File: src/rtl/core/dsba_pkg.sv
`default_nettype none
package dsba_pkg;

    localparam logic [31:0] ALL_ONES = 32'hFFFF_FFFF;

    // Result status codes
    localparam logic [1:0] ST_OK       = 2'd0;
    localparam logic [1:0] ST_NOEXPAND = 2'd1;
    localparam logic [1:0] ST_FULL     = 2'd2;
    localparam logic [1:0] ST_UNKNOWN  = 2'd3;

    // Request function codes
    localparam logic FUNC_ALLOC  = 1'b0;
    localparam logic FUNC_RESIZE = 1'b1;

    // Controller commands to the datapath
    typedef struct packed {
        logic load;      // latch request, classify
        logic scan;      // compare one record against the request
        logic lowest;    // apply lowest-block update
        logic shrink;    // apply non-lowest shrink (at found slot)
        logic pop;       // pop one record if unused
        logic finish;    // fix bottom on empty table
    } dsba_cmd_t;

    // Datapath status back to the controller
    typedef struct packed {
        logic is_new;        // new-block request
        logic new_ok;        // new block allowed
        logic new_full;      // table full
        logic is_bottom;     // resize of the lowest block
        logic scan_done;     // scan reached end
        logic scan_hit;      // current record matches
        logic pop_more;      // top record unused and table not empty
    } dsba_stat_t;

endpackage
`default_nettype wire

File: src/rtl/core/dsba_datapath.sv
`default_nettype none
module dsba_datapath
    import dsba_pkg::*;
#(
    parameter int MAX_BLOCKS   = 16,
    parameter int ALIGN_BYTES  = 4096,
    parameter int HEADER_BYTES = 8,
    localparam int IW = (MAX_BLOCKS > 1) ? $clog2(MAX_BLOCKS) : 1,
    localparam int CW = $clog2(MAX_BLOCKS + 1)
)
(
    input  wire logic        clk,
    input  wire logic        rst_n,
    input  wire logic        cfg_we,
    input  wire logic [31:0] cfg_data,
    output logic [31:0]      top_address,
    input  wire dsba_cmd_t   cmd,
    output dsba_stat_t       stat,
    output logic             fits,
    input  wire logic        in_func,
    input  wire logic [31:0] in_addr,
    input  wire logic [31:0] in_size,
    output logic [31:0]      res_address,
    output logic [1:0]       res_status,
    output logic [31:0]      res_msrc,
    output logic [31:0]      res_mdst,
    output logic [31:0]      res_mlen,
    output logic [31:0]      res_hidden,
    input  wire logic [1:0]  set_status
);
    localparam logic [31:0] HDR = 32'(HEADER_BYTES);
    localparam logic [31:0] AMASK = 32'(ALIGN_BYTES - 1);
    localparam logic [CW-1:0] MAXC = CW'(MAX_BLOCKS);

    logic [31:0]   start_mem [MAX_BLOCKS];
    logic [31:0]   size_mem  [MAX_BLOCKS];
    logic          used_mem  [MAX_BLOCKS];

    logic [31:0]   top_reg, bottom_reg;
    logic [CW-1:0] count_reg;
    logic [31:0]   addr_reg, req_reg;
    logic          new_reg;
    logic [CW-1:0] idx_reg;
    logic [31:0]   res_addr_reg, msrc_reg, mdst_reg, mlen_reg;
    logic [1:0]    status_reg;

    assign top_address = top_reg;

    // Request classification
    logic          is_new_c;
    assign is_new_c = (in_func == FUNC_ALLOC) || (in_addr == '0) || (in_addr == ALL_ONES);

    logic [IW-1:0] idx;
    logic [IW-1:0] last;
    assign idx  = idx_reg[IW-1:0];
    assign last = IW'(count_reg - CW'(1));

    // Lowest-block arithmetic
    logic [31:0] ptr, old, d, nstart, pad, fsize32;
    logic        ok, carry;
    always_comb
    begin
        ptr = new_reg ? (bottom_reg - HDR) : addr_reg;
        old = new_reg ? '0 : size_mem[last];
        d   = req_reg - old;
        if (req_reg >= old)
            nstart = ptr - d;
        else
            nstart = ptr + (old - req_reg);
        pad = nstart & AMASK;
        {carry, fsize32} = {1'b0, req_reg} + {1'b0, pad};
        ok = !((req_reg >= old) && (d > ptr)) && !carry;
    end

    always_comb
    begin
        stat.is_new    = new_reg;
        stat.new_full  = count_reg >= MAXC;
        stat.new_ok    = (count_reg < MAXC) && (bottom_reg >= HDR);
        stat.is_bottom = (count_reg != '0) && (addr_reg == bottom_reg);
        stat.scan_done = (idx_reg + CW'(1)) >= count_reg;
        stat.scan_hit  = start_mem[idx] == addr_reg;
        stat.pop_more  = (count_reg != '0) && !used_mem[last];
    end

    // Found record may only shrink
    assign fits = req_reg <= size_mem[idx];

    // Record table
    always_ff @(posedge clk)
    begin
        if (cmd.lowest && ok)
        begin
            start_mem[new_reg ? IW'(count_reg) : last] <= nstart - pad;
            size_mem[new_reg ? IW'(count_reg) : last]  <= fsize32;
            used_mem[new_reg ? IW'(count_reg) : last]  <= req_reg != '0;
        end
        else if (cmd.shrink)
            used_mem[idx] <= req_reg != '0;
    end

    // Control state and result registers
    always_ff @(posedge clk or negedge rst_n)
    begin
        if (!rst_n)
        begin
            top_reg    <= 32'd655360;
            bottom_reg <= 32'd655360;
            count_reg  <= '0;
        end
        else
        begin
            if (cfg_we)
            begin
                top_reg <= cfg_data;
                if (count_reg == '0)
                    bottom_reg <= cfg_data;
            end
            else if (cmd.lowest && ok)
            begin
                bottom_reg <= nstart - pad;
                if (new_reg)
                    count_reg <= count_reg + CW'(1);
            end
            else if (cmd.pop && stat.pop_more)
            begin
                bottom_reg <= start_mem[last] + size_mem[last] + HDR;
                count_reg  <= count_reg - CW'(1);
            end
            else if (cmd.finish && count_reg == '0)
                bottom_reg <= top_reg;
        end
    end

    always_ff @(posedge clk)
    begin
        if (cmd.load)
        begin
            addr_reg     <= in_addr;
            req_reg      <= in_size;
            new_reg      <= is_new_c;
            idx_reg      <= '0;
            res_addr_reg <= '0;
            msrc_reg     <= '0;
            mdst_reg     <= '0;
            mlen_reg     <= '0;
            status_reg   <= ST_OK;
        end
        else
        begin
            if (cmd.scan)
                idx_reg <= idx_reg + CW'(1);
            if (set_status != ST_OK)
                status_reg <= set_status;
            if (cmd.lowest)
            begin
                if (ok)
                begin
                    res_addr_reg <= (fsize32 != '0) ? (nstart - pad) : ALL_ONES;
                    mlen_reg <= (old < fsize32) ? old : fsize32;
                    if (((old < fsize32) ? old : fsize32) != '0)
                    begin
                        msrc_reg <= ptr;
                        mdst_reg <= nstart - pad;
                    end
                end
                else
                    status_reg <= ST_NOEXPAND;
            end
            if (cmd.shrink)
                res_addr_reg <= (req_reg != '0) ? addr_reg : ALL_ONES;
        end
    end

    assign res_address = res_addr_reg;
    assign res_status  = status_reg;
    assign res_msrc    = msrc_reg;
    assign res_mdst    = mdst_reg;
    assign res_mlen    = mlen_reg;
    assign res_hidden  = bottom_reg - HDR;
endmodule
`default_nettype wire

File: src/rtl/core/dsba_ctrl.sv
`default_nettype none
module dsba_ctrl
    import dsba_pkg::*;
(
    input  wire logic       clk,
    input  wire logic       rst_n,
    input  wire logic       in_valid,
    output logic            in_ready,
    output logic            out_valid,
    input  wire logic       out_ready,
    input  wire logic       fits,
    input  wire dsba_stat_t stat,
    output dsba_cmd_t       cmd,
    output logic [1:0]      set_status
);
    typedef enum logic [6:0] {
        S_IDLE   = 7'b0000001,
        S_DECIDE = 7'b0000010,
        S_SCAN   = 7'b0000100,
        S_LOW    = 7'b0001000,
        S_POP    = 7'b0010000,
        S_FIN    = 7'b0100000,
        S_OUT    = 7'b1000000
    } state_t;

    state_t state_reg, state_next;

    always_comb
    begin
        state_next = state_reg;
        cmd        = '0;
        set_status = ST_OK;
        in_ready   = 1'b0;
        out_valid  = 1'b0;
        case (state_reg)
            S_IDLE:
            begin
                in_ready = 1'b1;
                if (in_valid)
                begin
                    cmd.load   = 1'b1;
                    state_next = S_DECIDE;
                end
            end
            S_DECIDE:
            begin
                if (stat.is_new)
                begin
                    if (stat.new_full)
                    begin
                        set_status = ST_FULL;
                        state_next = S_FIN;
                    end
                    else if (!stat.new_ok)
                    begin
                        set_status = ST_NOEXPAND;
                        state_next = S_FIN;
                    end
                    else
                        state_next = S_LOW;
                end
                else if (stat.is_bottom)
                    state_next = S_LOW;
                else if (stat.scan_done)
                begin
                    set_status = ST_UNKNOWN;
                    state_next = S_FIN;
                end
                else
                    state_next = S_SCAN;
            end
            S_SCAN:
            begin
                if (stat.scan_hit)
                begin
                    if (fits)
                    begin
                        cmd.shrink = 1'b1;
                        state_next = S_POP;
                    end
                    else
                    begin
                        set_status = ST_NOEXPAND;
                        state_next = S_FIN;
                    end
                end
                else
                begin
                    cmd.scan = 1'b1;
                    if (stat.scan_done)
                    begin
                        set_status = ST_UNKNOWN;
                        state_next = S_FIN;
                    end
                end
            end
            S_LOW:
            begin
                cmd.lowest = 1'b1;
                state_next = S_POP;
            end
            S_POP:
            begin
                cmd.pop = 1'b1;
                if (!stat.pop_more)
                    state_next = S_FIN;
            end
            S_FIN:
            begin
                cmd.finish = 1'b1;
                state_next = S_OUT;
            end
            S_OUT:
            begin
                out_valid = 1'b1;
                if (out_ready)
                    state_next = S_IDLE;
            end
            default: state_next = S_IDLE;
        endcase
    end

    always_ff @(posedge clk or negedge rst_n)
    begin
        if (!rst_n)
            state_reg <= S_IDLE;
        else
            state_reg <= state_next;
    end

    a_one_hot: assert property (@(posedge clk) disable iff (!rst_n) $onehot(state_reg))
        else $error("state not one-hot");
    a_no_overlap: assert property (@(posedge clk) disable iff (!rst_n)
        !(in_ready && out_valid)) else $error("accept while result pending");
    a_out_hold: assert property (@(posedge clk) disable iff (!rst_n)
        out_valid && !out_ready |=> out_valid) else $error("result dropped");
endmodule
`default_nettype wire

File: src/rtl/core/downward_stack_block_allocator.sv
`default_nettype none
// Downward stack block allocator: one request item in, one result item out, one
// item at a time. A new block or a lowest-block resize passes through the decide,
// lowest-block update, pop (freed records popped off the bottom), finish and
// output states; a refused new block, or a resize when fewer than two records
// exist and the address is not the lowest block, goes from decide to finish. A
// non-lowest lookup compares one record a cycle; a hit then shrinks and pops,
// while a refused growth or an unknown address goes to finish. A stalled result
// is held until taken. The user must make configuration writes only while no
// item is in flight; the block itself does not enforce this.
module downward_stack_block_allocator
    import dsba_pkg::*;
#(
    parameter int MAX_BLOCKS   = 16,
    parameter int ALIGN_BYTES  = 4096,
    parameter int HEADER_BYTES = 8
)
(
    input  wire logic         clk,
    input  wire logic         rst_n,
    input  wire logic         psel,
    input  wire logic         penable,
    input  wire logic         pwrite,
    input  wire logic [0:0]   paddr,
    input  wire logic [31:0]  pwdata,
    output logic [31:0]       prdata,
    output logic              pready,
    input  wire logic         s_tvalid,
    output logic              s_tready,
    input  wire logic [63:0]  s_tdata,  // block_address[31:0], size[63:32]
    input  wire logic         s_tuser,  // func[0]
    output logic              m_tvalid,
    input  wire logic         m_tready,
    output logic [159:0]      m_tdata,  // result_address, move_source, move_dest,
                                        // move_length, hidden_low
    output logic [1:0]        m_tuser   // status[1:0]
);
    dsba_cmd_t  cmd;
    dsba_stat_t stat;
    logic [1:0] set_status;
    logic [31:0] top_address, r_addr, r_msrc, r_mdst, r_mlen, r_hid;
    logic [1:0]  r_stat;
    logic        cfg_we;
    logic        fits;

    assign pready = 1'b1;
    assign cfg_we = psel && penable && pwrite && pready && (paddr == 1'b0);
    assign prdata = (paddr == 1'b0) ? top_address : '0;

    dsba_datapath #(
        .MAX_BLOCKS(MAX_BLOCKS), .ALIGN_BYTES(ALIGN_BYTES), .HEADER_BYTES(HEADER_BYTES)
    ) u_dp (
        .clk, .rst_n, .cfg_we, .cfg_data(pwdata), .top_address, .cmd, .stat, .fits,
        .in_func(s_tuser), .in_addr(s_tdata[31:0]), .in_size(s_tdata[63:32]),
        .res_address(r_addr), .res_status(r_stat), .res_msrc(r_msrc),
        .res_mdst(r_mdst), .res_mlen(r_mlen), .res_hidden(r_hid), .set_status
    );

    dsba_ctrl u_ctrl (
        .clk, .rst_n, .in_valid(s_tvalid), .in_ready(s_tready),
        .out_valid(m_tvalid), .out_ready(m_tready), .fits, .stat, .cmd, .set_status
    );

    assign m_tdata = {r_hid, r_mlen, r_mdst, r_msrc, r_addr};
    assign m_tuser = r_stat;
endmodule
`default_nettype wire
File: config.mk
export PLATFORM = sky130hd
export DESIGN_NAME = downward_stack_block_allocator
export DESIGN_NICKNAME = d
export VERILOG_FILES = /design/src/rtl/core/dsba_pkg.sv /design/src/rtl/core/dsba_datapath.sv /design/src/rtl/core/dsba_ctrl.sv /design/src/rtl/core/downward_stack_block_allocator.sv
export SDC_FILE = /design/constraint.sdc
export NUM_CORES = 2
export LEC_CHECK = 0
export BUFFER_PORTS_ARGS = -buffer_cell sky130_fd_sc_hd__buf_2
export CORE_AREA = 3 3 337 339
export DETAILED_ROUTE_END_ITERATION = 6
export DIE_AREA = 0 0 340 342
export PLACE_DENSITY = 0.82
export SLEW_MARGIN = 10
export SYNTH_ARGS = -nofsm -noshare
export SYNTH_HDL_FRONTEND = slang
export SYNTH_HIERARCHICAL = 1
export SYNTH_SLANG_ARGS = --single-unit
File: constraint.sdc
create_clock -name clk -period 10.2 [get_ports clk]
set_input_delay 1.53 -clock clk [delete_from_list [all_inputs] [get_ports clk]]
set_output_delay 1.53 -clock clk [all_outputs]
set_load 0.005 [all_outputs]
==> results.rst <==
.. list-table::
   :header-rows: 1

   * - Metric
     - Value
   * - Outcome
     - finished with violations
   * - Violations in the final reports
     - design-rule violations
   * - Crit-path max FO
     - 34
   * - Setup violations, final
     - 0
   * - Largest reg by FF count
     - u_dp/size_mem
   * - Worst slew margin relative to its limit
     - 0.193
   * - CP dominant cell by count
     - sky130_fd_sc_hd__buf_4
   * - Predominant post-synthesis flop cell
     - sky130_fd_sc_hd__edfxtp_1
   * - Largest delay share family, worst path
     - compound AO/OA/AOI/OAI gates
   * - Slew at the pin closest to its max-slew limit
     - 1200 ps
   * - Registers with the highest flip-flop counts
     - u_dp/size_mem: 512 flops, u_dp/start_mem: 320 flops
   * - Largest register FFs
     - 512
   * - Buf+Inv Stages, Crit Path
     - 10
   * - Antenna violations before repair
     - 13
   * - Worst min path class
     - reg2reg
   * - Maximum clock skew at final layout
     - 69.3 ps
   * - Synth Warn #
     - 6
   * - Initial DRC count
     - 7,437
   * - DR WL met2
     - 104 mm
   * - Starting density of the core
     - 0.569
   * - Async S/R FF share, synth
     - 0.0681
   * - Number of sinks handled by clock tree synthesis
     - 1,116
   * - Max frequency
     - 104 MHz
   * - Area delta synth->final
     - 13.3%
   * - Maximum number of pins on one net before global-route repair
     - 111
   * - Worst setup EP type
     - flip-flop
   * - H-tree level count
     - 3
   * - Via count of the routed design
     - 48,489
   * - Clock-pin slew of the registers on the worst-case setup and hold paths
     - 60 ps
   * - Horizontal die dimension
     - 340 um
   * - Port Buffer Count
     - 288
   * - Synthesis-stage register bit count
     - 1,116
   * - CP Launch Type
     - flip-flop
   * - Core area
     - 111,000 um^2
   * - Post-synth design cell area
     - 63,000 um^2
   * - Weighted congestion reported at the end of routability-driven placement
     - 1.02
   * - Max capacitance violation total
     - 0
   * - Count of nets after finishing
     - 5,475
   * - DR WL/cell
     - 35.0 um
   * - Final number of hold-violating endpoints
     - 0
   * - Number of optimization iterations in the first detailed-route pass
     - 7
   * - Avg Cell Area, Syn
     - 13.4 um^2
   * - Sequential-to-total area share from yosys stat
     - 0.506
   * - Detailed Place HPWL
     - 154 mm
   * - ANT nets after route
     - 0
   * - Category of the critical setup timing path
     - reg2reg
   * - Ratio of routed vias to standard cells
     - 7.25
   * - Share of layout cells above drive strength 1
     - 0.258
   * - Worst stage delay on the critical path
     - 630 ps
   * - Required time at the endpoint of the critical path
     - 10,820 ps
   * - Number of buffers added to fix hold violations after cts
     - 0
   * - DRC
     - 12
   * - Number of standard cells in the final layout excluding fillers
     - 6,685
   * - Number of synthesized flops with an enable pin
     - 913
   * - Pins over their slew limit
     - 0
   * - Sum of routed wire segments on met1
     - 74.1 mm
   * - Global-route wire length before repair
     - 328 mm
   * - Final cycle utilization of the critical path
     - 0.945
   * - GRT Util Overall
     - 0.390
   * - Clock Tree Buf Depth
     - 3
   * - Arrival time worst endpoint
     - 10,260 ps
   * - Layout Utilization
     - 0.645
   * - IO Count
     - 302
   * - Uppermost routed layer
     - met5
   * - Length of routed met3 wiring
     - 35.7 mm
   * - Number of rows in the core area
     - 122
   * - Area of the die
     - 116,000 um^2
   * - Cell at the slowest stage of the critical path
     - sky130_fd_sc_hd__mux4_2
   * - Number of global-route vias before repair
     - 46,776
   * - Overflow left after global routing
     - 0
   * - Min Tclk post-route
     - 9640 ps
   * - Clock latency on the worst-skew pair
     - 760 ps
   * - Clock tree from TritonCTS
     - built
   * - Clock Root Buffer
     - sky130_fd_sc_hd__clkbuf_16
   * - Number of unique standard cell types used by synthesis
     - 103
   * - Number of buffers inserted during clock tree synthesis
     - 107
   * - Placed cell count
     - 6,465
   * - Die Y
     - 342 um
   * - Wire length after detailed routing
     - 234 mm
   * - Fill cell count
     - 7,601
   * - Post-Synthesis Cells
     - 4,708
## path summary, 6_finish.rpt
check,start,end,slack (ps),cells after the start
setup / recovery,u_dp/count_reg[0],u_dp/res_msrc[0],560,37
hold / removal,u_dp/res_mlen[23],u_dp/res_mlen[23],450,2
setup reg to reg,u_dp/count_reg[0],u_dp/res_msrc[0],560,37
hold reg to reg,u_dp/res_mlen[23],u_dp/res_mlen[23],450,2
max in group asynchronous,rst_n,u_dp/count_reg[0],8380,1
min in group asynchronous,rst_n,u_dp/top_address[0],950,1
## kinds of logic (layout without fill, tap and decap cells)
kind of cell,count (synthesis),after routing,synth area share
AO/OA/AOI/OAI,911,911,0.0935
XOR/XNOR,222,222,0.0310
adder cells (fa/ha/maj),267,267,0.0572
buffers and inverters,593,1051,0.0393
flip-flops,1116,1116,0.506
multiplexers,610,610,0.196
other,2,33,0.000119
AND/OR/NAND/NOR,987,987,0.0775
## Yosys cell counts, types with 20 or more instances
cell	n	share of area
sky130_fd_sc_hd__edfxtp_1	913	0.44
sky130_fd_sc_hd__mux4_2	497	0.18
sky130_fd_sc_hd__inv_1	301	0.018
sky130_fd_sc_hd__a21oi_1	271	0.022
sky130_fd_sc_hd__nand2_1	253	0.015
sky130_fd_sc_hd__nor2_1	238	0.014
sky130_fd_sc_hd__ha_1	232	0.046
sky130_fd_sc_hd__o21ai_0	185	0.015
sky130_fd_sc_hd__clkbuf_1	162	0.0096
sky130_fd_sc_hd__xnor2_1	132	0.018
sky130_fd_sc_hd__dfxtp_1	127	0.040
sky130_fd_sc_hd__mux2i_1	98	0.016
sky130_fd_sc_hd__xor2_1	89	0.012
sky130_fd_sc_hd__nor3_1	86	0.0068
sky130_fd_sc_hd__nand4_1	81	0.0080
sky130_fd_sc_hd__nand3_1	76	0.0060
sky130_fd_sc_hd__dfrtp_1	71	0.028
sky130_fd_sc_hd__a21o_1	62	0.0074
sky130_fd_sc_hd__nor2b_1	59	0.0059
sky130_fd_sc_hd__o211ai_1	54	0.0064
sky130_fd_sc_hd__buf_1	53	0.0032
sky130_fd_sc_hd__a211oi_1	52	0.0062
sky130_fd_sc_hd__a31oi_1	51	0.0051
sky130_fd_sc_hd__nor4_1	47	0.0047
sky130_fd_sc_hd__buf_2	36	0.0029
sky130_fd_sc_hd__fa_1	35	0.011
sky130_fd_sc_hd__o21a_1	29	0.0035
sky130_fd_sc_hd__buf_4	27	0.0032
sky130_fd_sc_hd__nand2b_1	23	0.0023
sky130_fd_sc_hd__and3_1	22	0.0022
sky130_fd_sc_hd__a221oi_1	21	0.0029
sky130_fd_sc_hd__or3_1	21	0.0021
sky130_fd_sc_hd__o21bai_1	20	0.0024
## layout by cell type (no fill, tap or decap), types with 29 or more instances in the layout
cell type / netlist / routed
sky130_fd_sc_hd__nand2_1: 253 / 250
sky130_fd_sc_hd__xor2_1: 89 / 89
sky130_fd_sc_hd__mux4_2: 497 / 497
sky130_fd_sc_hd__dfxtp_1: 127 / 123
sky130_fd_sc_hd__inv_1: 301 / 299
sky130_fd_sc_hd__a21oi_1: 271 / 264
sky130_fd_sc_hd__a211oi_1: 52 / 49
sky130_fd_sc_hd__buf_2: 36 / 287
sky130_fd_sc_hd__buf_12: 1 / 31
sky130_fd_sc_hd__o211ai_1: 54 / 54
sky130_fd_sc_hd__edfxtp_1: 913 / 913
sky130_fd_sc_hd__buf_4: 27 / 229
sky130_fd_sc_hd__nand4_1: 81 / 81
sky130_fd_sc_hd__a31oi_1: 51 / 51
sky130_fd_sc_hd__o21ai_0: 185 / 178
sky130_fd_sc_hd__nand3_1: 76 / 76
sky130_fd_sc_hd__nor4_1: 47 / 47
sky130_fd_sc_hd__nor2_1: 238 / 218
sky130_fd_sc_hd__fa_1: 35 / 35
sky130_fd_sc_hd__nor2b_1: 59 / 59
sky130_fd_sc_hd__xnor2_1: 132 / 131
sky130_fd_sc_hd__mux2i_1: 98 / 93
sky130_fd_sc_hd__ha_1: 232 / 230
sky130_fd_sc_hd__clkbuf_16: 0 / 112
sky130_fd_sc_hd__a21o_1: 62 / 62
sky130_fd_sc_hd__dfrtp_1: 71 / 68
sky130_fd_sc_hd__nor3_1: 86 / 86
sky130_fd_sc_hd__o21a_1: 29 / 29
## metal layers
metal	vias up	track usage
li1	19183	-
met1	23554	0.464
met2	4587	0.592
met3	1141	0.145
met4	24	0.265
met5	-	0
## per-stage QoR
stage / instance area, um^2 / setup WS (ps) / TNS [ps] / hold WS [ps]
floorplan: 63200 / -117 / -46930 / 447
global placement: 67600 / 350 / 0 / 437
detailed placement: 67600 / 134 / 0 / 443
CTS: 71000 / 7.62 / 0 / 450
global route: 71400 / -28.6 / -28.6 / 474
finish: 71400 / 557 / 0 / 449
## worst min-delay path, cell delays in order (launching register included)
cell and delay [ps]:
sky130_fd_sc_hd__dfxtp_1 310, sky130_fd_sc_hd__nand2_1 50, sky130_fd_sc_hd__a21oi_1 50
## layout make-up
cell class	instances	area, um^2	area share
Inverter	303	1140	0.0160
Timing Repair Buffer	553	3920	0.0549
Clock buffer	137	2880	0.0403
Clock inverter	58	611	0.00855
Tap cell	1488	1860	0.0261
Sequential cell	1116	31900	0.447
Multi-Input combinational cell	3022	29100	0.407
Antenna cell	8	20.0	0.000280
## timing repair
item,in CTS,in global routing
resized for setup,0,33
endpoints found under the setup margin,0,165
buffers inserted,0,12
Power is not shown: default switching activity piles up to over one toggle a cycle in this logic, so the estimate is an artifact.
